==> config.mk <==
export PLATFORM = sky130hd
export DESIGN_NAME = charlieplexed_segment_display_scan
export DESIGN_NICKNAME = d
export VERILOG_FILES = /design/src/csds_pkg.sv /design/src/csds_render.sv /design/src/charlieplexed_segment_display_scan.sv
export SDC_FILE = /design/constraint.sdc
export NUM_CORES = 1
export LEC_CHECK = 0
export BUFFER_PORTS_ARGS = -buffer_cell sky130_fd_sc_hd__buf_2
export CAP_MARGIN = 30
export CELL_PAD_IN_SITES_DETAIL_PLACEMENT = 0
export CELL_PAD_IN_SITES_GLOBAL_PLACEMENT = 1
export CORE_MARGIN = 2
export CORE_UTILIZATION = 41
export DETAILED_ROUTE_END_ITERATION = 8
export GPL_ROUTABILITY_DRIVEN = 0
export GPL_TIMING_DRIVEN = 0
export PLACE_DENSITY_LB_ADDON = 0.1
export SYNTH_ARGS = -nofsm -noshare
export SYNTH_HDL_FRONTEND = slang
export SYNTH_SLANG_ARGS = --single-unit
==> constraint.sdc <==
create_clock -name clk -period 4.05 [get_ports clk]
set_clock_uncertainty 0.05 [all_clocks]
set_input_delay 0.6075 -clock clk [delete_from_list [all_inputs] [get_ports clk]]
set_output_delay 0.6075 -clock clk [all_outputs]
set_load 0.03 [all_outputs]
==> src/csds_pkg.sv <==
// Types, constants and decode tables for the charlieplexed display scanner
package csds_pkg;

	localparam int NUM_BYTES = 5;
	localparam int NUM_SEGS  = 7;
	localparam int NUM_PINS  = 6;
	localparam int NUM_MAP   = NUM_BYTES * NUM_SEGS;

	localparam logic [2:0] CURSOR_END = 3'd5;
	localparam logic [2:0] LAST_PHASE = 3'd5;
	localparam logic [2:0] NIL        = 3'd7;
	localparam logic [7:0] DASH       = 8'h40;
	localparam int         COLON_BIT  = 4;
	localparam int         STATUS_IDX = 4;

	typedef enum logic [1:0] {
		OP_PUT_CHAR     = 2'd0,
		OP_SET_CURSOR   = 2'd1,
		OP_WRITE_STATUS = 2'd2,
		OP_SCAN_TICK    = 2'd3
	} op_t;

	typedef enum logic {
		REG_BLINK_CHAR = 1'b0,
		REG_BLINK_ICON = 1'b1
	} reg_idx_t;

	typedef logic [NUM_BYTES-1:0][7:0] disp_bytes_t;

	typedef struct packed {
		logic [4:0] char_mask;
		logic [7:0] icon_mask;
	} blink_cfg_t;

	localparam logic [7:0] DIGIT_SEG [0:9] = '{
		8'h3f, 8'h06, 8'h5b, 8'h4f, 8'h66, 8'h6d, 8'h7d, 8'h07, 8'h7f, 8'h6f
	};

	localparam logic [7:0] UPPER_SEG [0:25] = '{
		8'h77, 8'h40, 8'h39, 8'h3f, 8'h79, 8'h71, 8'h40, 8'h76, 8'h06, 8'h40,
		8'h40, 8'h38, 8'h40, 8'h37, 8'h3f, 8'h73, 8'h40, 8'h50, 8'h6d, 8'h78,
		8'h3e, 8'h3e, 8'h40, 8'h76, 8'h40, 8'h40
	};

	localparam logic [7:0] LOWER_SEG [0:25] = '{
		8'h77, 8'h7c, 8'h58, 8'h5e, 8'h79, 8'h71, 8'h40, 8'h40, 8'h06, 8'h40,
		8'h40, 8'h38, 8'h40, 8'h54, 8'h5c, 8'h73, 8'h67, 8'h50, 8'h40, 8'h78,
		8'h3e, 8'h3e, 8'h40, 8'h40, 8'h40, 8'h40
	};

	// pin pair per (byte, segment), entry = byte*7 + segment; NIL = not wired
	localparam logic [2:0] PIN_HI [0:NUM_MAP-1] = '{
		NIL,  3'd3, 3'd4, NIL,  NIL,  NIL,  NIL,
		3'd1, 3'd2, 3'd3, 3'd4, 3'd5, 3'd2, 3'd3,
		3'd0, 3'd0, 3'd0, 3'd0, 3'd0, 3'd4, 3'd5,
		3'd1, 3'd1, 3'd1, 3'd1, 3'd2, 3'd2, 3'd2,
		NIL,  NIL,  NIL,  NIL,  NIL,  NIL,  3'd5
	};

	localparam logic [2:0] PIN_LO [0:NUM_MAP-1] = '{
		NIL,  3'd2, 3'd2, NIL,  NIL,  NIL,  NIL,
		3'd0, 3'd0, 3'd0, 3'd0, 3'd0, 3'd1, 3'd1,
		3'd1, 3'd2, 3'd3, 3'd4, 3'd5, 3'd1, 3'd1,
		3'd2, 3'd3, 3'd4, 3'd5, 3'd3, 3'd4, 3'd5,
		NIL,  NIL,  NIL,  NIL,  NIL,  NIL,  3'd2
	};

	// ASCII to segment pattern; colon is handled by the caller
	function automatic logic [7:0] char_seg(input logic [7:0] c);
		logic [7:0] seg;
		seg = DASH;
		if (c >= 8'h30 && c <= 8'h39)
			seg = DIGIT_SEG[4'(c - 8'h30)];
		else if (c >= 8'h61 && c <= 8'h7a)
			seg = LOWER_SEG[5'(c - 8'h61)];
		else if (c >= 8'h41 && c <= 8'h5a)
			seg = UPPER_SEG[5'(c - 8'h41)];
		else if (c == 8'h20)
			seg = 8'h00;
		return seg;
	endfunction

endpackage

==> src/csds_render.sv <==
// Blink masking and segment-to-pin mapping for one scan phase
module csds_render import csds_pkg::*; (
	input  disp_bytes_t disp,
	input  blink_cfg_t  blink_cfg,
	input  logic        hide,
	input  logic [2:0]  phase,
	output logic [5:0]  drive_low
);

	disp_bytes_t shown;

	always_comb begin
		for (int i = 0; i < NUM_BYTES; i++) begin
			shown[i] = disp[i];
			if (hide) begin
				if (blink_cfg.icon_mask != 8'h00 && i == STATUS_IDX)
					shown[i] = disp[i] & ~blink_cfg.icon_mask;
				else if (blink_cfg.char_mask[i])
					shown[i] = 8'h00;
			end
		end
	end

	always_comb begin
		drive_low = '0;
		for (int k = 0; k < NUM_MAP; k++) begin
			if (shown[k / NUM_SEGS][k % NUM_SEGS] && PIN_HI[k] == phase) begin
				for (int l = 0; l < NUM_PINS; l++) begin
					if (PIN_LO[k] == 3'(l))
						drive_low[l] = 1'b1;
				end
			end
		end
	end

endmodule

==> src/charlieplexed_segment_display_scan.sv <==
// An item is registered in the input register, then processed; a scan tick loads the result register.
// Throughput: 1 item per cycle; a scan tick waits only while the result register is full.
// The result register frees in the cycle m_tready takes it, so input keeps flowing.
// Reset (arst_n low, asynchronous): blank display, cursor 0, phase 0, blink masks 0,
// no item or result pending.
module charlieplexed_segment_display_scan import csds_pkg::*; (
	input  logic        clk,
	input  logic        arst_n,
	input  logic        s_tvalid,
	output logic        s_tready,
	input  logic [15:0] s_tdata,  // value[7:0], blink_phase[8], zero[15:9]
	input  logic [1:0]  s_tuser,  // op[1:0]
	output logic        m_tvalid,
	input  logic        m_tready,
	output logic [15:0] m_tdata,  // drive_high[5:0], drive_low[11:6], scan_phase[14:12], zero[15]
	input  logic        psel,
	input  logic        penable,
	input  logic        pwrite,
	input  logic [2:0]  paddr,
	input  logic [31:0] pwdata,
	output logic [31:0] prdata,
	output logic        pready
);

	op_t         op_s1;
	logic        in_valid_s1;
	logic [7:0]  value_s1;
	logic        blink_s1;

	disp_bytes_t disp_q;
	logic [2:0]  cursor_q;
	logic [2:0]  phase_q;
	blink_cfg_t  blink_cfg_q;

	logic        out_valid_q;
	logic [5:0]  drive_high_q;
	logic [5:0]  drive_low_q;
	logic [2:0]  scan_phase_q;

	logic        out_free;
	logic        fire_s1;
	logic        cfg_wr;
	logic [5:0]  drive_low;

	assign out_free = !out_valid_q || m_tready;
	assign fire_s1  = in_valid_s1 && (op_s1 != OP_SCAN_TICK || out_free);
	assign s_tready = !in_valid_s1 || fire_s1;

	// configuration port
	assign pready = 1'b1;
	assign cfg_wr = psel && penable && pwrite && pready;

	always_ff @(posedge clk or negedge arst_n) begin
		if (!arst_n) begin
			blink_cfg_q <= '0;
		end else if (cfg_wr) begin
			case (reg_idx_t'(paddr[2]))
				REG_BLINK_CHAR: blink_cfg_q.char_mask <= pwdata[4:0];
				REG_BLINK_ICON: blink_cfg_q.icon_mask <= pwdata[7:0];
				default: ;
			endcase
		end
	end

	always_comb begin
		case (reg_idx_t'(paddr[2]))
			REG_BLINK_CHAR: prdata = {27'd0, blink_cfg_q.char_mask};
			REG_BLINK_ICON: prdata = {24'd0, blink_cfg_q.icon_mask};
			default:        prdata = '0;
		endcase
	end

	// input register
	always_ff @(posedge clk or negedge arst_n) begin
		if (!arst_n) begin
			in_valid_s1 <= 1'b0;
		end else if (s_tready) begin
			in_valid_s1 <= s_tvalid;
		end
	end

	always_ff @(posedge clk) begin
		if (s_tvalid && s_tready) begin
			op_s1    <= op_t'(s_tuser);
			value_s1 <= s_tdata[7:0];
			blink_s1 <= s_tdata[8];
		end
	end

	// display store, cursor and phase
	always_ff @(posedge clk or negedge arst_n) begin
		if (!arst_n) begin
			disp_q   <= '0;
			cursor_q <= '0;
			phase_q  <= '0;
		end else if (fire_s1) begin
			case (op_s1)
				OP_PUT_CHAR: begin
					if (value_s1 == 8'h3a) begin
						disp_q[STATUS_IDX][COLON_BIT] <= 1'b1;
					end else if (cursor_q < CURSOR_END) begin
						disp_q[cursor_q] <= char_seg(value_s1);
						cursor_q         <= cursor_q + 3'd1;
					end
				end
				OP_SET_CURSOR: begin
					cursor_q <= (value_s1 > 8'(CURSOR_END)) ? CURSOR_END : value_s1[2:0];
				end
				OP_WRITE_STATUS: begin
					disp_q[STATUS_IDX] <= value_s1;
				end
				OP_SCAN_TICK: begin
					phase_q <= (phase_q == LAST_PHASE) ? 3'd0 : phase_q + 3'd1;
				end
				default: ;
			endcase
		end
	end

	csds_render u_render (
		.disp      (disp_q),
		.blink_cfg (blink_cfg_q),
		.hide      (blink_s1),
		.phase     (phase_q),
		.drive_low (drive_low)
	);

	// result register
	always_ff @(posedge clk or negedge arst_n) begin
		if (!arst_n) begin
			out_valid_q <= 1'b0;
		end else if (fire_s1 && op_s1 == OP_SCAN_TICK) begin
			out_valid_q <= 1'b1;
		end else if (m_tready) begin
			out_valid_q <= 1'b0;
		end
	end

	always_ff @(posedge clk) begin
		if (fire_s1 && op_s1 == OP_SCAN_TICK) begin
			drive_high_q <= 6'b1 << phase_q;
			drive_low_q  <= drive_low;
			scan_phase_q <= phase_q;
		end
	end

	assign m_tvalid = out_valid_q;
	assign m_tdata  = {1'b0, scan_phase_q, drive_low_q, drive_high_q};

endmodule

Word-level counts from Yosys, hierarchy flattened:

Memories as Yosys holds them, arrays and structs flattened.
Cells that the tools add are included.

* flip-flop bits (word level): 87
* ROM bits: 640
* input port bits: 60
* memories: 3

* add/subtract/negate cells: 5
* $lt $le $gt $ge: 13
* equal/unequal tests: 15
* shift-type cells: 1
* mux-type cells: 47
* bitwise gates (word level): 7
* reduce and logical (&&, ||, !) cells: 57

Memories
* (name not given): words 32, width 8, rd ports 1, clocked after Yosys merged registers in 0, wr ports 0, line csds_pkg.sv:77 `seg = UPPER_SEG[5'(c - 8'h41)];`
* (name not given): words 32, width 8, rd ports 1, clocked after Yosys merged registers in 0, wr ports 0, line csds_pkg.sv:75 `seg = LOWER_SEG[5'(c - 8'h61)];`
* (name not given): words 16, width 8, rd ports 1, clocked after Yosys merged registers in 0, wr ports 0, line csds_pkg.sv:73 `seg = DIGIT_SEG[4'(c - 8'h30)];`

Operator list (number)
* two-way mux 8 bit: 14
* two-way mux 7 bit: 10
* case mux 32 bit (2 select lines): 1
* bitwise mux 40 bit: 1
* two-way mux 40 bit: 1
* two-way mux 36 bit: 1
* logical AND 1 bit: 33
* demux 8 bit (select 3 bit): 1
* two-way mux 3 bit: 7
* equality test 8 x 6 -> 1 bit (second input constant): 2
* greater-or-equal comparator 8 x 7 -> 1 bit (second input constant): 2
* <= comparator 8 x 7 -> 1 bit (second input constant): 2
* case mux 8 bit (2 select lines): 1
* greater-or-equal comparator 6 bit (second input constant): 2
* inverter 5 -> 6 bit: 2
* AND reduction 4 bit: 3
* OR reduction 4 bit: 3
* subtractor 5 x 1 -> 5 bit (second input constant): 2
* two-way mux 1 bit: 9
* greater-or-equal comparator 8 x 6 -> 1 bit (second input constant): 1
* > comparator 8 x 3 -> 1 bit (second input constant): 1
* <= comparator 8 x 6 -> 1 bit (second input constant): 1
* nonzero test 8 bit: 1
* AND 7 bit: 1
* 27 further kinds: 43

Logic depth before layout (Yosys ltp):

Gate-level depths: netlist of the first run.

* depth in word-level cells: 16
* gate-level depth with buffers: 13
* mapped depth without buffers: 12

By module:

A second synthesis of the first run with hierarchy kept.

* cell total of the unflattened synthesis: 539
* area total of the unflattened synthesis: 5278.8 µm²

Modules (own cells, without submodules)
* charlieplexed_segment_display_scan: times used 1, cells an instance 496, area an instance 4996.0 µm²
* csds_render: times used 1, cells an instance 43, area an instance 282.8 µm²

Least setup slack after synthesis of the first run:

OpenSTA, ideal clock, no wires.

* path type: register to register
* start point: register value_s1[0]
* end point: register disp_q[11] (netlist name)
* library setup time: 134 ps
* arrival time: 2668 ps
* setup slack: 1198 ps
* cell stages (with the launch flop): 12
* period minus slack after synthesis: 2852 ps
* path through: edfxtp_1 > buf_2 > inv_1 > ha_1 > ha_1 > clkbuf_1 > clkbuf_1 > o21ai_0 > a32oi_1 > o21ai_1 > a2bb2oi_2 > mux2i_1

* cells in the longest elaborated chain, start to end: 13
* elaborated cells on any way between the ends: 35

RTL lines
* start: declaration: line charlieplexed_segment_display_scan.sv:27 `logic [7:0] value_s1;`
* start signal: assignment: line charlieplexed_segment_display_scan.sv:85 `value_s1 <= s_tdata[7:0];`
* subtractor 5 x 1 -> 5 bit: line csds_pkg.sv:75, csds_pkg.sv:77
* inverter 5 -> 6 bit (not written as such): line csds_pkg.sv:75, csds_pkg.sv:77
* memory read (32 x 8 bit)
* two-way mux 8 bit (not written as such) (2 in a row): line csds_pkg.sv:77
* two-way mux 8 bit: line csds_pkg.sv:76 `else if (c >= 8'h41 && c <= 8'h5a)`
* two-way mux 8 bit: line csds_pkg.sv:74 `else if (c >= 8'h61 && c <= 8'h7a)`
* two-way mux 8 bit: line csds_pkg.sv:72 `if (c >= 8'h30 && c <= 8'h39)`
* two-way mux 8 bit: line charlieplexed_segment_display_scan.sv:101 `end else if (cursor_q < CURSOR_END) begin`
* two-way mux 8 bit: line charlieplexed_segment_display_scan.sv:99 `if (value_s1 == 8'h3a) begin`
* two-way mux 8 bit: line charlieplexed_segment_display_scan.sv:97 `case (op_s1)`
* two-way mux 8 bit: line charlieplexed_segment_display_scan.sv:96 `end else if (fire_s1) begin`
* bitwise mux 40 bit: line charlieplexed_segment_display_scan.sv:102 `disp_q[cursor_q] <= char_seg(value_s1);`
* end signal: indexed assignment: line charlieplexed_segment_display_scan.sv:102
* end signal: indexed assignment: line charlieplexed_segment_display_scan.sv:110 `disp_q[STATUS_IDX] <= value_s1;`
* end: declaration: line charlieplexed_segment_display_scan.sv:30 `disp_bytes_t disp_q;`

Parallel ways exist; a longest one is shown, timed or not. The select of a mux whose other input is x is not followed.
A chain may end at the register's enable or synchronous reset.

Worst setup path after layout of the first run:

* start point: register value_s1[1]
* end point: register disp_q[20] (netlist name)

Same word-level chain as after synthesis.

==> flow_summary.ini, run 1 <==
[flow_run]
max_cap_violations = 0

[synthesis]
ys.flop_type = sky130_fd_sc_hd__dfrtp_1
syn_area_um2 = 4410
post_synth_inst_count = 451
async_reset_ff_share_pct = 63.4
netlist.top_cell.by_area = sky130_fd_sc_hd__dfrtp_1
synth_area_per_cell_um2 = 9.77
ys_seq_area_share_pct = 43.3
yosysWarnings = 0
netlist.area_leader.share_pct = 25.6
synth.ff_latch_count = 71
yosysUniqueCellTypes = 71
count_of_flip_flops_with_a_built_in_enable_after_synthesis = 26
yosys-top-cells-area = sky130_fd_sc_hd__dfrtp_1 26%, sky130_fd_sc_hd__edfxtp_1 18%, sky130_fd_sc_hd__mux2_2 5.9%

[sta]
finalCritPeriodShare_pct = 90.2
setup_tns_final_ps = 0
final.min_clock_period_ps = 3650
grt_setup_unrepaired = no
timing_worst_slew_pin_value_ps = 924
setup_viol = 0
final-hold-violation-count = 0
setup_ws_ps = 395
fmax_ghz = 0.274
slew_headroom_pct = 38.1
drv_slew = 0

[setup_path]
worst-endpoint-required_ps = 4220
setup.worst_path.start_class = register
cp.arrival_ps = 3830
cp_cell_sequence = buf_2 > inv_1 > ha_1 > ha_1 > inv_1 > ha_1 > nor2_1 > a22oi_1 > o32ai_1 > o31ai_1 > o31ai_1 > a21boi_1 > o31ai_1
timing.critical_path.slowest_stage_cell = sky130_fd_sc_hd__edfxtp_1
critical_path.max_fanout = 10
worst_setup_path_end_kind = register
timing.setup.critical_path_class = register to register
slowest_stage_delay_cp_ps = 560

[drt]
routed-via-count = 3577
drtIter0Drc = 280
vias_per_cell = 5.28
drt_first_pass_iters = 5
remaining_drc_errors = 0
ant_nets = 0
drt-total-wl_um = 10500
wl_per_cell_um = 15.5

[grt]
grt_util_met3_pct = 4.00
met2_track_demand_over_resource_pct = 30.5
pin_count_of_the_biggest_net_entering_global_routing = 37
top_usage_layer = met2
first_pass_grt_wire_length_um = 16700
gr-usage-met1_pct = 24.8
first_global_vias = 3276
globalRouteOverflowTotal = 0
track_usage_pct = 18.6
initial_antenna_violation_count = 0

[place]
placedCellCount = 662
post-place-ws_ps = 283
buffer_ports.inserted = 50
placement.cell_area_um2 = 4940
hpwlAfterDp_um = 7960

[die]
die_h_um = 108
floorplan.initialDensity_pct = 42.5
rows = 37
coreArea_um2 = 10400
io-pin-count = 111
floorplan.die.width_um = 108
floorplan.die_area_um2 = 11600

[power]
p_total_mw = 2.34
power.density_nw_per_um2 = 453
worst_ir_drop_vdd_mv = 0.216
power.leakage_nw = 2.27

[clock_tree]
cts_buffer_depth = 2
cts-root-buf = sky130_fd_sc_hd__clkbuf_8
htree_num_levels = 3
cts_setup_buffers = 0
clkLatencyLatePin_ps = 350
path_clk_slew_ps = 80
cts_buffers = 9
tritoncts = yes
cts.sink_count = 71

[final_layout]
syn2layout_area_growth_pct = 17.5
final_cell_area_um2 = 5180
fraction_of_layout_cells_with_a_size_suffix_above_1_pct = 26.4
antennaDiodeCount = 0
instances_no_fill = 678
nets = 611

[status]
status = completed

[hold_path]
worst_hold_path_type = primary input to asynchronous set/reset pin
[report_power, final]
group | switching [mW] | internal [mW] | total, mW
Combinational | 0.409 | 0.278 | 0.687
Clock | 0.281 | 0.355 | 0.636
Sequential | 0.120 | 0.900 | 1.02
[per-stage QoR]
stage	utilization (%)	hold slack (ps)
3_3_place_gp	47.4	398
5_1_grt	49.9	78.2
6_report	49.9	77.1
3_5_place_dp	47.6	406
2_1_floorplan	-	262
4_1_cts	49.8	70.8
[registers in the layout (all words and copies together), names as in the netlist]
register / flops
disp_q: 24
in_valid_s1: 1
phase_q: 3
m_tvalid: 1
drive_high_q: 6
blink_s1: 1
drive_low_q: 6
scan_phase_q: 3
op_s1: 2
blink_cfg_q: 13
cursor_q: 3
value_s1: 8
[per-layer routing]
metal  up-vias  share of wire (%)
li1       1764                  -
met1      1664                 45
met2       137                 48
met3        12                5.8
met4         0                1.2
met5         -                  0
[what timing repair did]
item / in CTS / in global routing
setup endpoints to repair: 0 / 4
endpoints found under the hold margin: 0 / 0
hold buffers: 0 / 0
resized for setup: 0 / 1
[critical path, delay by kind of cell, from the launching register on]
family                   cells  cell delay [ps]
AO/OA/AOI/OAI                6             1160
adder cells (fa/ha/maj)      3             1000
buffers and inverters        3              710
flip-flops                   1              560
AND/OR/NAND/NOR              1               60
[Yosys cell counts, drive strengths merged (4+ instances only)]
| cell | n |
|---|---|
| a21boi | 4 |
| a21oi | 22 |
| a222oi | 4 |
| a22oi | 7 |
| a31oi | 4 |
| and2 | 8 |
| buf | 36 |
| clkbuf | 14 |
| dfrtp | 45 |
| edfxtp | 26 |
| ha | 14 |
| inv | 18 |
| mux2 | 24 |
| mux2i | 10 |
| nand2 | 42 |
| nand2b | 8 |
| nand3 | 8 |
| nand3b | 4 |
| nor2 | 27 |
| nor2b | 8 |
| nor3 | 10 |
| o21ai | 42 |
| o22ai | 4 |
| o31ai | 8 |
| xnor2 | 4 |
[cell families (layout without fill, tap and decap cells)]
logic type / Yosys count / after routing / synth area share, %
mux: 34 / 34 / 8.40
other cells: 2 / 26 / 0.170
simple gates: 134 / 134 / 15.7
compound gates: 123 / 123 / 19.1
flops: 71 / 71 / 43.3
fa+ha+maj: 14 / 14 / 3.98
buf+inv: 68 / 135 / 8.26
xor+xnor: 5 / 5 / 1.16
[layout by cell type (no fill, tap or decap), types with 9 or more instances in the layout]
cell	count
sky130_fd_sc_hd__mux2i_1	10
sky130_fd_sc_hd__edfxtp_1	26
sky130_fd_sc_hd__nor3_1	9
sky130_fd_sc_hd__o21ai_0	28
sky130_fd_sc_hd__inv_1	18
sky130_fd_sc_hd__nand2_1	41
sky130_fd_sc_hd__conb_1	26
sky130_fd_sc_hd__a21oi_1	22
sky130_fd_sc_hd__buf_4	26
sky130_fd_sc_hd__dfrtp_1	45
sky130_fd_sc_hd__nor2_1	27
sky130_fd_sc_hd__o21ai_1	12
sky130_fd_sc_hd__ha_1	14
sky130_fd_sc_hd__mux2_2	23
sky130_fd_sc_hd__clkbuf_1	13
sky130_fd_sc_hd__clkbuf_8	9
sky130_fd_sc_hd__buf_2	58
[cell type report]
class                      count  area, um^2
clock buffer                   9         124
sequential                    71        1910
clock inverter                 7         105
buffer                        50         297
timing repair buffer          51         270
tap                          136         170
inverter                      18        67.6
multi-input combinational    336        2240
fill                        1002        5190
[worst paths after layout]
path / startpoint / endpoint / slack, ps / cells after the start
min in group clk: s_tuser[1] / op_s1[1] / 380 / 1
hold / removal: arst_n / blink_cfg_q[12] / 80 / 1
setup reg to reg: value_s1[1] / disp_q[20] / 400 / 13
setup / recovery: value_s1[1] / disp_q[20] / 400 / 13
max in group asynchronous: arst_n / cursor_q[0] / 3400 / 2
hold reg to reg: phase_q[1] / scan_phase_q[1] / 420 / 0
Power figures use the tool's default switching activity.
==> run 2, diff against run 1 <==
Settings changed: BUFFER_PORTS_ARGS -buffer_cell sky130_fd_sc_hd__buf_2 to -buffer_cell sky130_fd_sc_hd__clkbuf_2.
==> run 2 against run 1 <==
Effect of this change: die area is the same; utilization shrank 0.63 points; cell count unchanged; non-clock buffer count stayed put; largest cell class unchanged.
==> flow_summary.ini, run 2 (synthesis results as in run 1) <==
[status]
status = completed

[clock_tree]
path_clk_slew_ps = 90
ctsHoldBuffers = 0
cts-root-buf = sky130_fd_sc_hd__clkbuf_8
tritoncts = yes
cts_buffer_depth = 2
cts_setup_buffers = 0
htree_num_levels = 3
cts.sink_count = 71
cts_buffers = 9
postCtsResizedCells = 0
clkLatencyLatePin_ps = 350

[setup_path]
cp_cell_sequence = buf_2 > inv_1 > ha_1 > ha_1 > clkbuf_1 > clkbuf_1 > nand3_1 > o21ai_0 > a22oi_1 > o32ai_1 > o21ai_0
timing.setup.critical_path_class = register to register
ff2ff_setup_slack_ps = 270
worst-endpoint-required_ps = 4200
r2r_start = value_s1[0]
critical_path.max_fanout = 10
setup.worst_path.start_class = register
critical_path_buf_inv_count = 4
worst-r2r-cell-count = 11
critical-path-top-delay-family = buffers and inverters
worst_setup_path_end_kind = register
rr_endpoint = disp_q[22]
slowest_stage_delay_cp_ps = 590
timing.critical_path.slowest_stage_cell = sky130_fd_sc_hd__edfxtp_1
cp.arrival_ps = 3940

[grt]
initial_antenna_violation_count = 0
first_pass_grt_wire_length_um = 16900
globalRouteOverflowTotal = 0
pin_count_of_the_biggest_net_entering_global_routing = 37
first_global_vias = 3228
track_usage_pct = 18.9

[sta]
finalCritPeriodShare_pct = 93.5
grt_setup_unrepaired = no
drv_slew = 0
slew_headroom_pct = 38.6
fmax_ghz = 0.264
setup_ws_ps = 265
timing_worst_slew_pin_value_ps = 917
final.min_clock_period_ps = 3780
setup_tns_final_ps = 0
setup_viol = 0
final-hold-violation-count = 0

[drt]
ant_nets = 0
drt_first_pass_iters = 5
routed-via-count = 3569
vias_per_cell = 5.26
drtIter0Drc = 311
wl_per_cell_um = 15.7
remaining_drc_errors = 0
drt-total-wl_um = 10700

[die]
die_h_um = 108
floorplan.die_area_um2 = 11600
floorplan.initialDensity_pct = 42.5
coreArea_um2 = 10400
rows = 37
floorplan.die.width_um = 108
io-pin-count = 111

[final_layout]
final_core_utilization_pct = 49.3
largest_register_ff_count = 24
biggestRegsByFlops = disp_q x24, blink_cfg_q x13, value_s1 x8
antennaDiodeCount = 0
nets = 611
layout_commonest_cell = sky130_fd_sc_hd__clkbuf_2
syn2layout_area_growth_pct = 16.0
registers.top_by_ff_count = disp_q
most-common-layout-cells = 51 x sky130_fd_sc_hd__clkbuf_2, 45 x sky130_fd_sc_hd__dfrtp_1, 41 x sky130_fd_sc_hd__nand2_1
fraction_of_layout_cells_with_a_size_suffix_above_1_pct = 26.0

[hold_path]
worst_hold_path_type = primary input to asynchronous set/reset pin

[place]
post-place-ws_ps = 295
buffer_ports.inserted = 50
hpwlAfterDp_um = 8120

[power]
power.leakage_nw = 2.25
power.density_nw_per_um2 = 432
worst_ir_drop_vdd_mv = 0.215

[flow_run]
max_cap_violations = 0
-- run 2: how the worst max path moves through the flow --
| stage | startpoint | endpoint | slack, ps | cells after the start |
|---|---|---|---|---|
| 3_5_place_dp | value_s1[0] | disp_q[30] | 300 | 11 |
| 5_1_grt | value_s1[0] | disp_q[14] | 20 | 11 |
| 6_report | value_s1[0] | disp_q[22] | 270 | 11 |
| 3_3_place_gp | value_s1[0] | disp_q[22] | 300 | 11 |
| 4_1_cts | value_s1[0] | disp_q[30] | 270 | 11 |
| 2_1_floorplan | value_s1[0] | disp_q[11] | 1200 | 11 |
-- run 2: power breakdown --
part | switching [mW] | internal (mW)
Combinational | 0.411 | 0.276
Clock | 0.279 | 0.222
Sequential | 0.118 | 0.900
-- run 2: layer usage --
metal / vias up / track usage, % / wire, um
li1: 1757 / - / -
met3: 10 / 4.42 / 716
met5: - / 0 / 0
met1: 1660 / 25.8 / 4800
met4: 0 / 4.40 / 86
met2: 142 / 30.4 / 5060
-- run 2: layout make-up --
| cell class | instances | area (um^2) |
|---|---|---|
| Buffer | 50 | 297 |
| Clock buffer | 9 | 124 |
| Clock inverter | 7 | 47.5 |
| Fill cell | 995 | 5260 |
| Inverter | 18 | 67.6 |
| Multi-Input combinational cell | 336 | 2230 |
| Sequential cell | 71 | 1910 |
| Tap cell | 136 | 170 |
| Timing Repair Buffer | 51 | 270 |
-- run 2: metrics by stage --
step	total power [mW]	cell area, um^2	cells	hold slack [ps]
after CTS	2.22	5110	678	86.3
final	2.21	5110	678	80.5
after global routing	2.36	5110	678	80.6
after global placement	1.70	4920	661	398
after floorplan	1.52	4500	475	262
after detailed placement	1.72	4940	662	406
-- run 2: worst reg2reg max path, stage by stage, from the launching register on --
cell and delay (ps):
sky130_fd_sc_hd__edfxtp_1 590, sky130_fd_sc_hd__buf_2 320, sky130_fd_sc_hd__inv_1 190, sky130_fd_sc_hd__ha_1 360
sky130_fd_sc_hd__ha_1 370, sky130_fd_sc_hd__clkbuf_1 410, sky130_fd_sc_hd__clkbuf_1 410, sky130_fd_sc_hd__nand3_1 110
sky130_fd_sc_hd__o21ai_0 110, sky130_fd_sc_hd__a22oi_1 140, sky130_fd_sc_hd__o32ai_1 410, sky130_fd_sc_hd__o21ai_0 190
==> run 3, diff against run 2 <==
Settings changed: BUFFER_PORTS_ARGS -buffer_cell sky130_fd_sc_hd__clkbuf_2 to not set, CORE_UTILIZATION 41 to 48, DONT_BUFFER_PORTS set to 1.
==> run 3 against run 2 <==
Effect of this change: maximum frequency rose by 5.0%; clock power shrank 1%; wire length shrank 4.7%; first-iteration DRC count down 7.1%; count of clock-buffer cells in the layout did not move; setup slack better by 180 ps; non-clock buffer count down 50; cell count shrank 12%; critical path depth unchanged; die area down 14%.
==> flow_summary.ini, run 3 (synthesis results as in run 1) <==
[final_layout]
antennaDiodeCount = 0
registers.top_by_ff_count = disp_q
layout_commonest_cell = sky130_fd_sc_hd__dfrtp_1
biggestRegsByFlops = disp_q x24, blink_cfg_q x13, value_s1 x8
largest_register_ff_count = 24
most-common-layout-cells = 45 x sky130_fd_sc_hd__dfrtp_1, 41 x sky130_fd_sc_hd__nand2_1, 28 x sky130_fd_sc_hd__o21ai_0
nets = 561
fillerInstances = 822
syn2layout_area_growth_pct = 9.71
fraction_of_layout_cells_with_a_size_suffix_above_1_pct = 18.7

[sta]
fin_worst_hold_slack_ps = 48.8
grt_setup_unrepaired = no
final-hold-violation-count = 0
final.min_clock_period_ps = 3610
timing_worst_slew_pin_value_ps = 935
fmax_ghz = 0.277
finalCritPeriodShare_pct = 89.0
setup_viol = 0
setup_tns_final_ps = 0
drv_slew = 0
setup_ws_ps = 444
slew_headroom_pct = 37.4

[setup_path]
r2r_start = value_s1[0]
cp.arrival_ps = 3750
critical_path.max_fanout = 10
cp-endpoint = disp_q[22]
ff2ff_setup_slack_ps = 440
worst_setup_path_end_kind = register
rr_endpoint = disp_q[22]
crit_path_start = value_s1[0]
setup.worst_path.start_class = register
timing.setup.critical_path_class = register to register
worst-r2r-cell-count = 11
worst-endpoint-required_ps = 4200

[clock_tree]
htree_num_levels = 3
cts-root-buf = sky130_fd_sc_hd__clkbuf_8
cts_buffer_depth = 2
path_clk_slew_ps = 80
clkLatencyLatePin_ps = 340
tritoncts = yes
cts_setup_buffers = 0
cts_buffers = 9
cts.sink_count = 71

[grt]
first_pass_grt_wire_length_um = 16400
first_global_vias = 3147
pin_count_of_the_biggest_net_entering_global_routing = 46
track_usage_pct = 20.9
initial_antenna_violation_count = 0
globalRouteOverflowTotal = 0

[hold_path]
worst_hold_path_type = primary input to asynchronous set/reset pin

[power]
power.density_nw_per_um2 = 448
power.leakage_nw = 2.05
p_total_mw = 2.17
worst_ir_drop_vdd_mv = 0.233

[die]
rows = 34
die_h_um = 99.8
floorplan.initialDensity_pct = 50.0
io-pin-count = 111
floorplan.die_area_um2 = 9960
coreArea_um2 = 8810
floorplan.die.width_um = 99.8

[drt]
routed-via-count = 3439
drt-total-wl_um = 10200
ant_nets = 0
drt_first_pass_iters = 5
vias_per_cell = 5.73
drtIter0Drc = 289
remaining_drc_errors = 0
wl_per_cell_um = 16.9

[place]
buffer_ports.inserted = 0
hpwlAfterDp_um = 7500
post-place-ws_ps = 377

[flow_run]
max_cap_violations = 0

[status]
status = completed
==> run 3: cell count changes in the layout (fill, tap and decap cells not counted), sizes merged <==
| cell | delta |
|---|---|
| clkbuf | -50 |
==> run 3: metal layers <==
layer	part of all wire [%]	up-vias	global-route usage (%)
li1	-	1658	-
met1	46	1609	28.6
met2	46	151	33.9
met3	6.3	21	5.36
met4	1.4	0	4.32
met5	0	-	0
==> run 3: cell type report <==
type	count	area, um^2	share of cell area [%]
Inverter	18	67.6	1.40
Timing Repair Buffer	1	27.5	0.569
Buffer	50	298	6.16
Clock buffer	9	124	2.56
Sequential cell	71	1910	39.4
Clock inverter	7	47.5	0.983
Multi-Input combinational cell	336	2230	46.1
Tap cell	108	135	2.80
==> run 3: through the flow <==
stage | instances | area (um^2) | util (%)
2_1_floorplan | 475 | 4500 | -
3_3_place_gp | 583 | 4630 | 52.6
3_5_place_dp | 583 | 4630 | 52.6
4_1_cts | 600 | 4830 | 54.9
5_1_grt | 600 | 4830 | 54.9
6_report | 600 | 4830 | 54.9
==> run 3: what timing repair did <==
| action | CTS | global route |
|---|---|---|
| hold buffers | 1 | 0 |
| setup endpoints to repair | 0 | 2 |
| resized for setup | 0 | 2 |
| hold endpoints to repair | 45 | 0 |
==> run 3: worst min-delay path by stage <==
stage                 from        endpoint  slack [ps]  cells after the start
global placement    arst_n  blink_cfg_q[2]         260                      0
CTS                 arst_n  blink_cfg_q[7]          40                      1
detailed placement  arst_n  blink_cfg_q[2]         260                      0
global route        arst_n  blink_cfg_q[8]          50                      1
floorplan           arst_n  blink_cfg_q[0]         260                      0
finish              arst_n  blink_cfg_q[5]          50                      1
==> run 3: report_power, final <==
group	switching [mW]	internal, mW	leakage (nW)
Clock	0.272	0.222	0.0870
Combinational	0.379	0.253	1.14
Sequential	0.140	0.901	0.826
==> run 3: worst max-delay path, stage by stage, from the launching register on <==
cell and delay (ps):
sky130_fd_sc_hd__edfxtp_1 570, sky130_fd_sc_hd__buf_2 320, sky130_fd_sc_hd__inv_1 190, sky130_fd_sc_hd__ha_1 360, sky130_fd_sc_hd__ha_1 360, sky130_fd_sc_hd__clkbuf_1 390, sky130_fd_sc_hd__clkbuf_2 310, sky130_fd_sc_hd__nand3_1 90
sky130_fd_sc_hd__o21ai_0 90, sky130_fd_sc_hd__a22oi_1 140, sky130_fd_sc_hd__o32ai_1 400, sky130_fd_sc_hd__o21ai_0 200
